### src/hdl/lpm_pkg.sv
// Shared definitions for the longest-prefix-match router.
// Holds parameter defaults, result status codes and the controller/datapath
// command and status bundles. No dependencies.
package lpm_pkg;

  // Parameter defaults
  localparam int TABLE_DEPTH_DEF    = 32;
  localparam int NUM_INTERFACES_DEF = 16;

  // Result status codes
  localparam logic [2:0] ST_ADDED        = 3'd0;
  localparam logic [2:0] ST_FORWARDED    = 3'd1;
  localparam logic [2:0] ST_DROP_TTL     = 3'd2;
  localparam logic [2:0] ST_DROP_NOROUTE = 3'd3;
  localparam logic [2:0] ST_FULL         = 3'd4;

  // Field widths of one beat
  localparam int IN_DATA_W  = 120;
  localparam int OUT_DATA_W = 48;

  // One input item, unpacked
  typedef struct packed {
    logic        kind;
    logic [31:0] dest_prefix;
    logic [5:0]  mask_len;
    logic        has_next_hop;
    logic [31:0] next_hop_addr;
    logic [3:0]  route_interface;
    logic [31:0] dst_addr;
    logic [7:0]  ttl_in;
  } item_t;

  // Controller to datapath
  typedef struct packed {
    logic capture;      // latch the accepted item, reset scan state
    logic store_route;  // store the latched route if the table has room
    logic scan_step;    // read the next table entry
    logic finish;       // load the result register
  } lpm_cmd_t;

  // Datapath to controller
  typedef struct packed {
    logic is_add;     // latched item is an add
    logic quick;      // datagram resolved without a scan (ttl drop or empty table)
    logic scan_last;  // current read pointer is the last stored entry
    logic out_busy;   // result register holds a beat that is not taken
  } lpm_stat_t;

endpackage

### src/hdl/lpm_ctrl.sv
// Controller for the longest-prefix-match router.
// Sequences accept, table write, entry scan and result load.
// Depends on lpm_pkg.
module lpm_ctrl
  import lpm_pkg::*;
(
  input  logic      clk,
  input  logic      rst,
  input  logic      s_tvalid,
  output logic      s_tready,
  input  lpm_stat_t stat,
  output lpm_cmd_t  cmd
);

  typedef enum logic [4:0] {
    S_IDLE     = 5'b00001,
    S_DISPATCH = 5'b00010,
    S_SCAN     = 5'b00100,
    S_FLUSH    = 5'b01000,
    S_DONE     = 5'b10000
  } state_t;

  state_t state, state_next;

  // State register
  always_ff @(posedge clk) begin
    if (rst) begin
      state <= S_IDLE;
    end else begin
      state <= state_next;
    end
  end

  // Next state and commands
  always_comb begin
    state_next = state;
    cmd        = '0;
    s_tready   = 1'b0;
    unique case (state)
      S_IDLE: begin
        s_tready = 1'b1;
        if (s_tvalid) begin
          cmd.capture = 1'b1;
          state_next  = S_DISPATCH;
        end
      end
      S_DISPATCH: begin
        if (stat.is_add || stat.quick) begin
          if (!stat.out_busy) begin
            cmd.store_route = stat.is_add;
            cmd.finish      = 1'b1;
            state_next      = S_IDLE;
          end
        end else begin
          state_next = S_SCAN;
        end
      end
      S_SCAN: begin
        cmd.scan_step = 1'b1;
        if (stat.scan_last) begin
          state_next = S_FLUSH;
        end
      end
      // last read data is compared here
      S_FLUSH: begin
        state_next = S_DONE;
      end
      S_DONE: begin
        if (!stat.out_busy) begin
          cmd.finish = 1'b1;
          state_next = S_IDLE;
        end
      end
      default: begin
        state_next = S_IDLE;
      end
    endcase
  end

endmodule

### src/hdl/lpm_datapath.sv
// Datapath for the longest-prefix-match router.
// Holds the route table memory, the scan pointer, the best-match tracker
// and the result register. Depends on lpm_pkg.
module lpm_datapath
  import lpm_pkg::*;
#(
  parameter int TABLE_DEPTH    = TABLE_DEPTH_DEF,
  parameter int NUM_INTERFACES = NUM_INTERFACES_DEF
) (
  input  logic                  clk,
  input  logic                  rst,
  input  item_t                 item,
  input  lpm_cmd_t              cmd,
  output lpm_stat_t             stat,
  output logic                  out_valid,
  input  logic                  out_ready,
  output logic [OUT_DATA_W-1:0] out_data
);

  localparam int IDX_W = (TABLE_DEPTH > 1) ? $clog2(TABLE_DEPTH) : 1;
  localparam int CNT_W = $clog2(TABLE_DEPTH + 1);

  typedef struct packed {
    logic [31:0] prefix;
    logic [5:0]  len;
    logic        has_hop;
    logic [31:0] hop_addr;
    logic [3:0]  ifc;
  } entry_t;

  entry_t          table_mem [TABLE_DEPTH];
  entry_t          rd_entry;
  logic            rd_valid;
  item_t           cur;
  logic [CNT_W-1:0] route_count;
  logic [CNT_W-1:0] last_idx;
  logic [IDX_W-1:0] ptr;
  logic            full;

  logic            found;
  logic [5:0]      best_len;
  logic [3:0]      best_ifc;
  logic            best_has_hop;
  logic [31:0]     best_hop;

  // Interface index reduced modulo the interface count
  logic [3:0] ifc_mod [16];
  for (genvar g = 0; g < 16; g++) begin : g_ifc_mod
    assign ifc_mod[g] = 4'(g % NUM_INTERFACES);
  end

  // Route as it goes into the table
  entry_t new_entry;
  always_comb begin
    new_entry.prefix   = cur.dest_prefix;
    new_entry.len      = (cur.mask_len > 6'd32) ? 6'd32 : cur.mask_len;
    new_entry.has_hop  = cur.has_next_hop;
    new_entry.hop_addr = cur.next_hop_addr;
    new_entry.ifc      = ifc_mod[cur.route_interface];
  end

  assign full     = (route_count == CNT_W'(TABLE_DEPTH));
  assign last_idx = route_count - CNT_W'(1);

  // Status to the controller
  assign stat.is_add    = ~cur.kind;
  assign stat.quick     = (cur.ttl_in[7:1] == 7'd0) || (route_count == '0);
  assign stat.scan_last = (ptr == last_idx[IDX_W-1:0]);
  assign stat.out_busy  = out_valid && !out_ready;

  // Item latch
  always_ff @(posedge clk) begin
    if (cmd.capture) begin
      cur <= item;
    end
  end

  // Route count
  always_ff @(posedge clk) begin
    if (rst) begin
      route_count <= '0;
    end else if (cmd.store_route && !full) begin
      route_count <= route_count + CNT_W'(1);
    end
  end

  // Table memory: one write port, one registered read port
  always_ff @(posedge clk) begin
    if (cmd.store_route && !full) begin
      table_mem[route_count[IDX_W-1:0]] <= new_entry;
    end
    if (cmd.scan_step) begin
      rd_entry <= table_mem[ptr];
    end
  end

  // Scan pointer and read-data valid
  always_ff @(posedge clk) begin
    if (rst) begin
      ptr      <= '0;
      rd_valid <= 1'b0;
    end else begin
      rd_valid <= cmd.scan_step;
      if (cmd.capture) begin
        ptr <= '0;
      end else if (cmd.scan_step) begin
        ptr <= ptr + IDX_W'(1);
      end
    end
  end

  // Prefix compare; strictly longer wins so the earliest route keeps a tie
  logic [31:0] mask;
  logic        hit;
  logic        take;
  always_comb begin
    mask = ~(32'hFFFF_FFFF >> rd_entry.len);
    hit  = (((cur.dst_addr ^ rd_entry.prefix) & mask) == 32'd0);
    take = rd_valid && hit && (!found || (rd_entry.len > best_len));
  end

  always_ff @(posedge clk) begin
    if (rst) begin
      found <= 1'b0;
    end else if (cmd.capture) begin
      found <= 1'b0;
    end else if (take) begin
      found <= 1'b1;
    end
  end

  always_ff @(posedge clk) begin
    if (take) begin
      best_len     <= rd_entry.len;
      best_ifc     <= rd_entry.ifc;
      best_has_hop <= rd_entry.has_hop;
      best_hop     <= rd_entry.hop_addr;
    end
  end

  // Result selection
  logic [2:0]  res_status;
  logic [3:0]  res_ifc;
  logic [31:0] res_hop;
  logic [7:0]  res_ttl;
  always_comb begin
    res_status = ST_ADDED;
    res_ifc    = 4'd0;
    res_hop    = 32'd0;
    res_ttl    = 8'd0;
    if (!cur.kind) begin
      res_status = full ? ST_FULL : ST_ADDED;
    end else if (cur.ttl_in[7:1] == 7'd0) begin
      res_status = ST_DROP_TTL;
    end else if (!found) begin
      res_status = ST_DROP_NOROUTE;
    end else begin
      res_status = ST_FORWARDED;
      res_ifc    = best_ifc;
      res_hop    = best_has_hop ? best_hop : cur.dst_addr;
      res_ttl    = cur.ttl_in - 8'd1;
    end
  end

  // Result register
  always_ff @(posedge clk) begin
    if (rst) begin
      out_valid <= 1'b0;
    end else if (cmd.finish) begin
      out_valid <= 1'b1;
    end else if (out_ready) begin
      out_valid <= 1'b0;
    end
  end

  always_ff @(posedge clk) begin
    if (cmd.finish) begin
      out_data <= {1'b0, res_ttl, res_hop, res_ifc, res_status};
    end
  end

endmodule

### src/hdl/longest_prefix_match_router.sv
// IPv4 longest-prefix-match router, top level.
// Input beat (s_*) is either a route add (tuser 0) or a datagram (tuser 1).
// Each beat yields exactly one result beat on m_*.
// An add or a datagram dropped for TTL (or with an empty table) skips the
// scan: its result is loaded straight from dispatch. A looked-up datagram
// runs the entry scan, which reads one table entry
// per cycle from the single read port of the route memory; a flush state
// then compares the last entry. The next beat is taken after the result is
// loaded. Ties on prefix length go to the earliest added route.
// The result sits in an output register: a new beat is accepted while it
// waits, but that beat's result is held back until m_tready takes the old
// one. Reset empties the table (route count to zero) and clears the
// output; the entries themselves are not cleared and need no sweep.
// Depends on lpm_pkg, lpm_ctrl, lpm_datapath.
module longest_prefix_match_router
  import lpm_pkg::*;
#(
  parameter int TABLE_DEPTH    = TABLE_DEPTH_DEF,
  parameter int NUM_INTERFACES = NUM_INTERFACES_DEF
) (
  input  logic                  clk,
  input  logic                  rst,
  input  logic                  s_tvalid,
  output logic                  s_tready,
  // dest_prefix[31:0], mask_len[37:32], has_next_hop[38],
  // next_hop_addr[70:39], route_interface[74:71], dst_addr[106:75],
  // ttl_in[114:107], zero pad
  input  logic [IN_DATA_W-1:0]  s_tdata,
  // kind[0]
  input  logic                  s_tuser,
  output logic                  m_tvalid,
  input  logic                  m_tready,
  // status[2:0], out_interface[6:3], hop_addr[38:7], ttl_out[46:39], zero pad
  output logic [OUT_DATA_W-1:0] m_tdata
);

  item_t     item;
  lpm_cmd_t  cmd;
  lpm_stat_t stat;

  // Unpack the input beat
  always_comb begin
    item.kind            = s_tuser;
    item.dest_prefix     = s_tdata[31:0];
    item.mask_len        = s_tdata[37:32];
    item.has_next_hop    = s_tdata[38];
    item.next_hop_addr   = s_tdata[70:39];
    item.route_interface = s_tdata[74:71];
    item.dst_addr        = s_tdata[106:75];
    item.ttl_in          = s_tdata[114:107];
  end

  lpm_ctrl u_ctrl (
    .clk      (clk),
    .rst      (rst),
    .s_tvalid (s_tvalid),
    .s_tready (s_tready),
    .stat     (stat),
    .cmd      (cmd)
  );

  lpm_datapath #(
    .TABLE_DEPTH    (TABLE_DEPTH),
    .NUM_INTERFACES (NUM_INTERFACES)
  ) u_datapath (
    .clk       (clk),
    .rst       (rst),
    .item      (item),
    .cmd       (cmd),
    .stat      (stat),
    .out_valid (m_tvalid),
    .out_ready (m_tready),
    .out_data  (m_tdata)
  );

endmodule

### config.mk
export PLATFORM = sky130hd
export DESIGN_NAME = longest_prefix_match_router
export DESIGN_NICKNAME = d
export VERILOG_FILES = /design/src/hdl/lpm_pkg.sv /design/src/hdl/lpm_ctrl.sv /design/src/hdl/lpm_datapath.sv /design/src/hdl/longest_prefix_match_router.sv
export SDC_FILE = /design/constraint.sdc
export NUM_CORES = 2
export LEC_CHECK = 0
export BUFFER_PORTS_ARGS = -buffer_cell sky130_fd_sc_hd__buf_2
export CAP_MARGIN = 15
export CORE_MARGIN = 1
export CORE_UTILIZATION = 35
export CTS_CLUSTER_DIAMETER = 150
export CTS_CLUSTER_SIZE = 12
export DETAILED_ROUTE_END_ITERATION = 7
export GPL_TIMING_DRIVEN = 0
export SYNTH_ARGS = -nofsm -noshare
export SYNTH_HDL_FRONTEND = slang
export SYNTH_SLANG_ARGS = --single-unit
### constraint.sdc
create_clock -name clk -period 6 [get_ports clk]
set_input_delay 0.3 -clock clk [delete_from_list [all_inputs] [get_ports clk]]
set_output_delay 0.3 -clock clk [all_outputs]
set_load 0.02 [all_outputs]
==> run metrics <==
half-perimeter wire length after detailed placement 176,300 um; total power density per cell area 318.4 nW/um2; net count after synthesis 4,226; horizontal die dimension 541.2 um; final total negative setup slack 0 ns; required time at the endpoint of the critical path 6.56 ns; clock latency at the later pin of the worst-skew pair 0.86 ns; Crit Path Max Fanout 11; Primary FF master, synth edfxtp_1; kind of critical path reg2reg; aggregate routed wire length 271,500 um; worst slew slack as a fraction of its limit 0.1436; share of the clock period used by the worst path after layout 0.7349; H-tree depth 5; CP max stage delay 0.89 ns; leakage power figure 35.80 nW; All-Layer GR Usage 0.1843; final weighted congestion in routability-driven placement 0.8132; Layout Cell Area excl Fill 119,200 um2; data arrival time of the worst path 4.97 ns; Seq/Total Area, Yosys 0.7948; layout overhead on the synthesized area 17.14%; number of global-route vias before repair 48,630; setup slack after placement 1.664 ns; I/O Buffers 167; global-route wire length before repair 377,900 um; top-level I/O count 175; TritonCTS buffer count 267; gate count after technology mapping 4,089; number of buffers and inverters on the critical path 3; Maximum Capacitance Violations 0; number of synthesis warnings 0; total die area 292,900 um2; hold violation count in the final report 0; setup bufs post-CTS 0; worst-case clock skew 0.06094 ns; remaining global-route overflow 0; FFs w/ async S/R, synth 0; class of the tightest hold or removal check in2reg; fraction of final layout cells with drive strength greater than 1 0.3216; time the final worst path needs with I/O delays and setup 4.409 ns; final core occ 0.4130; critical path launch point type flip-flop; unrepaired setup endpoints after global routing no; Max Freq 226.8 MHz; net count reported at finish 4,929; smallest hold slack 0.1571 ns; Die Ht 541.2 um; TritonCTS clock tree done; Power, Total 37.95 mW; via count normalized by instance count 5.405; Area after DPL 110,700 um2; number of design rule violations left after detail routing 0; wire per inst 31.15 um; count of endpoints failing setup in the final report 0; cell with the largest stage delay on the worst path clkbuf_1; post-synthesis cell type count 52; total placed cells including tap cells 8,275; initial detailed-routing violation count 5,748; fin cells 8,718; maximum count of clock buffers along a single path 4; vias after detailed routing 47,120; antenna violations before repair 19; maximum number of pins on one net before global-route repair 69; number of enable flip-flop cells after synthesis 2,681; slew of the pin with the lowest slew margin 1.285 ns; clock sink total 2,700; mean instance size in the synthesized netlist 24.89 um2; Worst Setup End Kind flip-flop; run status completed; Peak VDD IR 0.2490 mV; root buffer cell clkbuf_16; Std-Cell Core Area 288,600 um2; series of cell instances along the critical path clkbuf_1 -> clkbuf_2 -> clkbuf_1 -> mux4_2 -> mux4_2 -> mux2_2; number of pins with negative max-slew slack in the final report 0; Antenna Violating Nets Remaining 0; register clock-pin slew on the reported worst setup and hold paths 0.07 ns; minimum setup slack in the final design 1.591 ns; flip-flop and latch count after synthesis 2,700; crit-path leading delay family buffers and inverters; iteration count of the initial detailed-routing pass 5; Cell Rows 197; Cell Area, Synth 101,800 um2; initial core utilization 0.3526
[path summary, 6_finish.rpt]
| path | from | endpoint | slack (ns) | depth (start not counted) |
|---|---|---|---|---|
| worst min-delay path | s_tdata[43] | u_datapath.cur[48] | 0.16 | 2 |
| worst max register to register | u_datapath.ptr[1] | u_datapath.rd_entry[73] | 1.59 | 6 |
| worst min register to register | u_datapath.rd_entry[10] | u_datapath.best_hop[6] | 0.40 | 0 |
| worst max-delay path | u_datapath.ptr[1] | u_datapath.rd_entry[73] | 1.59 | 6 |
[logic make-up (layout without fill, tap and decap cells)]
family | count (synthesis) | count (layout) | share of synthesized area
flip-flops | 2700 | 2700 | 0.7948
XOR/XNOR | 52 | 52 | 0.004475
multiplexers | 859 | 859 | 0.1776
adder cells (fa/ha/maj) | 12 | 12 | 0.001475
AO/OA/AOI/OAI | 61 | 61 | 0.003922
buffers and inverters | 216 | 959 | 0.008938
AND/OR/NAND/NOR | 188 | 188 | 0.008692
other | 1 | 7 | 0.00003685
[Yosys cell counts (3+ instances only)]
master / instances / area [um2]
edfxtp_1: 2681 / 80510
mux4_2: 750 / 16890
clkbuf_1: 114 / 427.9
nor2_1: 99 / 371.6
mux2_2: 75 / 844.6
buf_2: 64 / 320.3
mux2i_1: 34 / 340.3
xnor2_1: 29 / 254.0
xor2_1: 23 / 201.4
buf_1: 19 / 71.32
dfxtp_1: 19 / 380.4
a21oi_1: 18 / 90.09
nand2_1: 18 / 67.56
inv_1: 15 / 56.30
ha_1: 12 / 150.1
o21ai_0: 10 / 50.05
nand3_1: 9 / 45.04
nand4_1: 8 / 50.05
nor2b_1: 8 / 50.05
nor3_1: 8 / 40.04
a21o_1: 5 / 37.54
and2_1: 5 / 31.28
and3_1: 5 / 31.28
nand2b_1: 5 / 31.28
nand3b_1: 5 / 37.54
nor4_1: 5 / 31.28
o21a_1: 5 / 37.54
or3_1: 5 / 31.28
o22ai_1: 3 / 18.77
o31ai_1: 3 / 22.52
[sequential cells by signal, summed over array words and instances, names as in the netlist]
register,count
u_datapath.found,1
u_datapath.cur,116
u_datapath.ptr,5
u_datapath.rd_valid,1
u_datapath.best_ifc,4
u_datapath.out_valid,1
u_datapath.table_mem,2400
u_datapath.out_data,47
u_datapath.route_count,6
u_datapath.best_hop,32
u_datapath.best_len,6
u_datapath.rd_entry,75
u_datapath.best_has_hop,1
u_ctrl.state,5
[timing repair]
| action | 4_1_cts | 5_1_grt |
|---|---|---|
| gates resized for setup | 0 | 0 |
| endpoints found under the hold margin | 127 | 0 |
| hold buffers | 120 | 0 |
[where the power goes]
group | total, mW | leakage [nW] | internal [mW] | switching [mW]
sequential | 22.3 | 24.4 | 21.5 | 0.778
clock | 15.0 | 3.54 | 8.26 | 6.70
combinational | 0.674 | 7.89 | 0.250 | 0.424
[worst reg2reg max path: stages (launching register included)]
cell	delay, ns
dfxtp_1	0.42
clkbuf_1	0.70
clkbuf_2	0.86
clkbuf_1	0.90
mux4_2	0.44
mux4_2	0.46
mux2_2	0.38
[placed cells by master, fill, tap and decap left out, types with 6 or more instances in the layout]
cell type / n
mux2_2: 75
clkbuf_2: 10
nor3_1: 8
nor2_4: 32
nor2_1: 67
buf_8: 11
inv_1: 15
mux4_2: 750
clkbuf_16: 279
clkbuf_1: 121
a21oi_1: 17
ha_1: 12
buf_1: 19
xnor2_1: 29
o21ai_0: 10
nand3_1: 9
buf_16: 21
buf_2: 231
buf_12: 114
edfxtp_1: 2681
inv_6: 6
dfxtp_1: 19
mux2i_1: 34
nand2_1: 18
dlygate4sd3_1: 120
diode_2: 6
xor2_1: 23
nand4_1: 8
[routing by layer]
| layer | up-vias | global-route usage | share of wire |
|---|---|---|---|
| met3 | 487 | 0.02805 | 0.067 |
| met2 | 2045 | 0.3120 | 0.50 |
| met5 | - | 0 | 0.000077 |
| li1 | 18870 | - | - |
| met1 | 25710 | 0.2346 | 0.38 |
| met4 | 4 | 0.08226 | 0.050 |
[layout make-up]
class                   instances  area [um2]
fillers                     24700      169400
flip-flops and latches       2700       80890
multi-input cells            1173       20240
clock buffers                 296        7046
repair buffers                434        5074
well taps                    3880        4855
plain buffers                 200       862.1
clock inverters                13       167.7
inverters                      16       65.06
diodes                          6       15.01
Note: power is estimated with default switching activity, not from simulation.
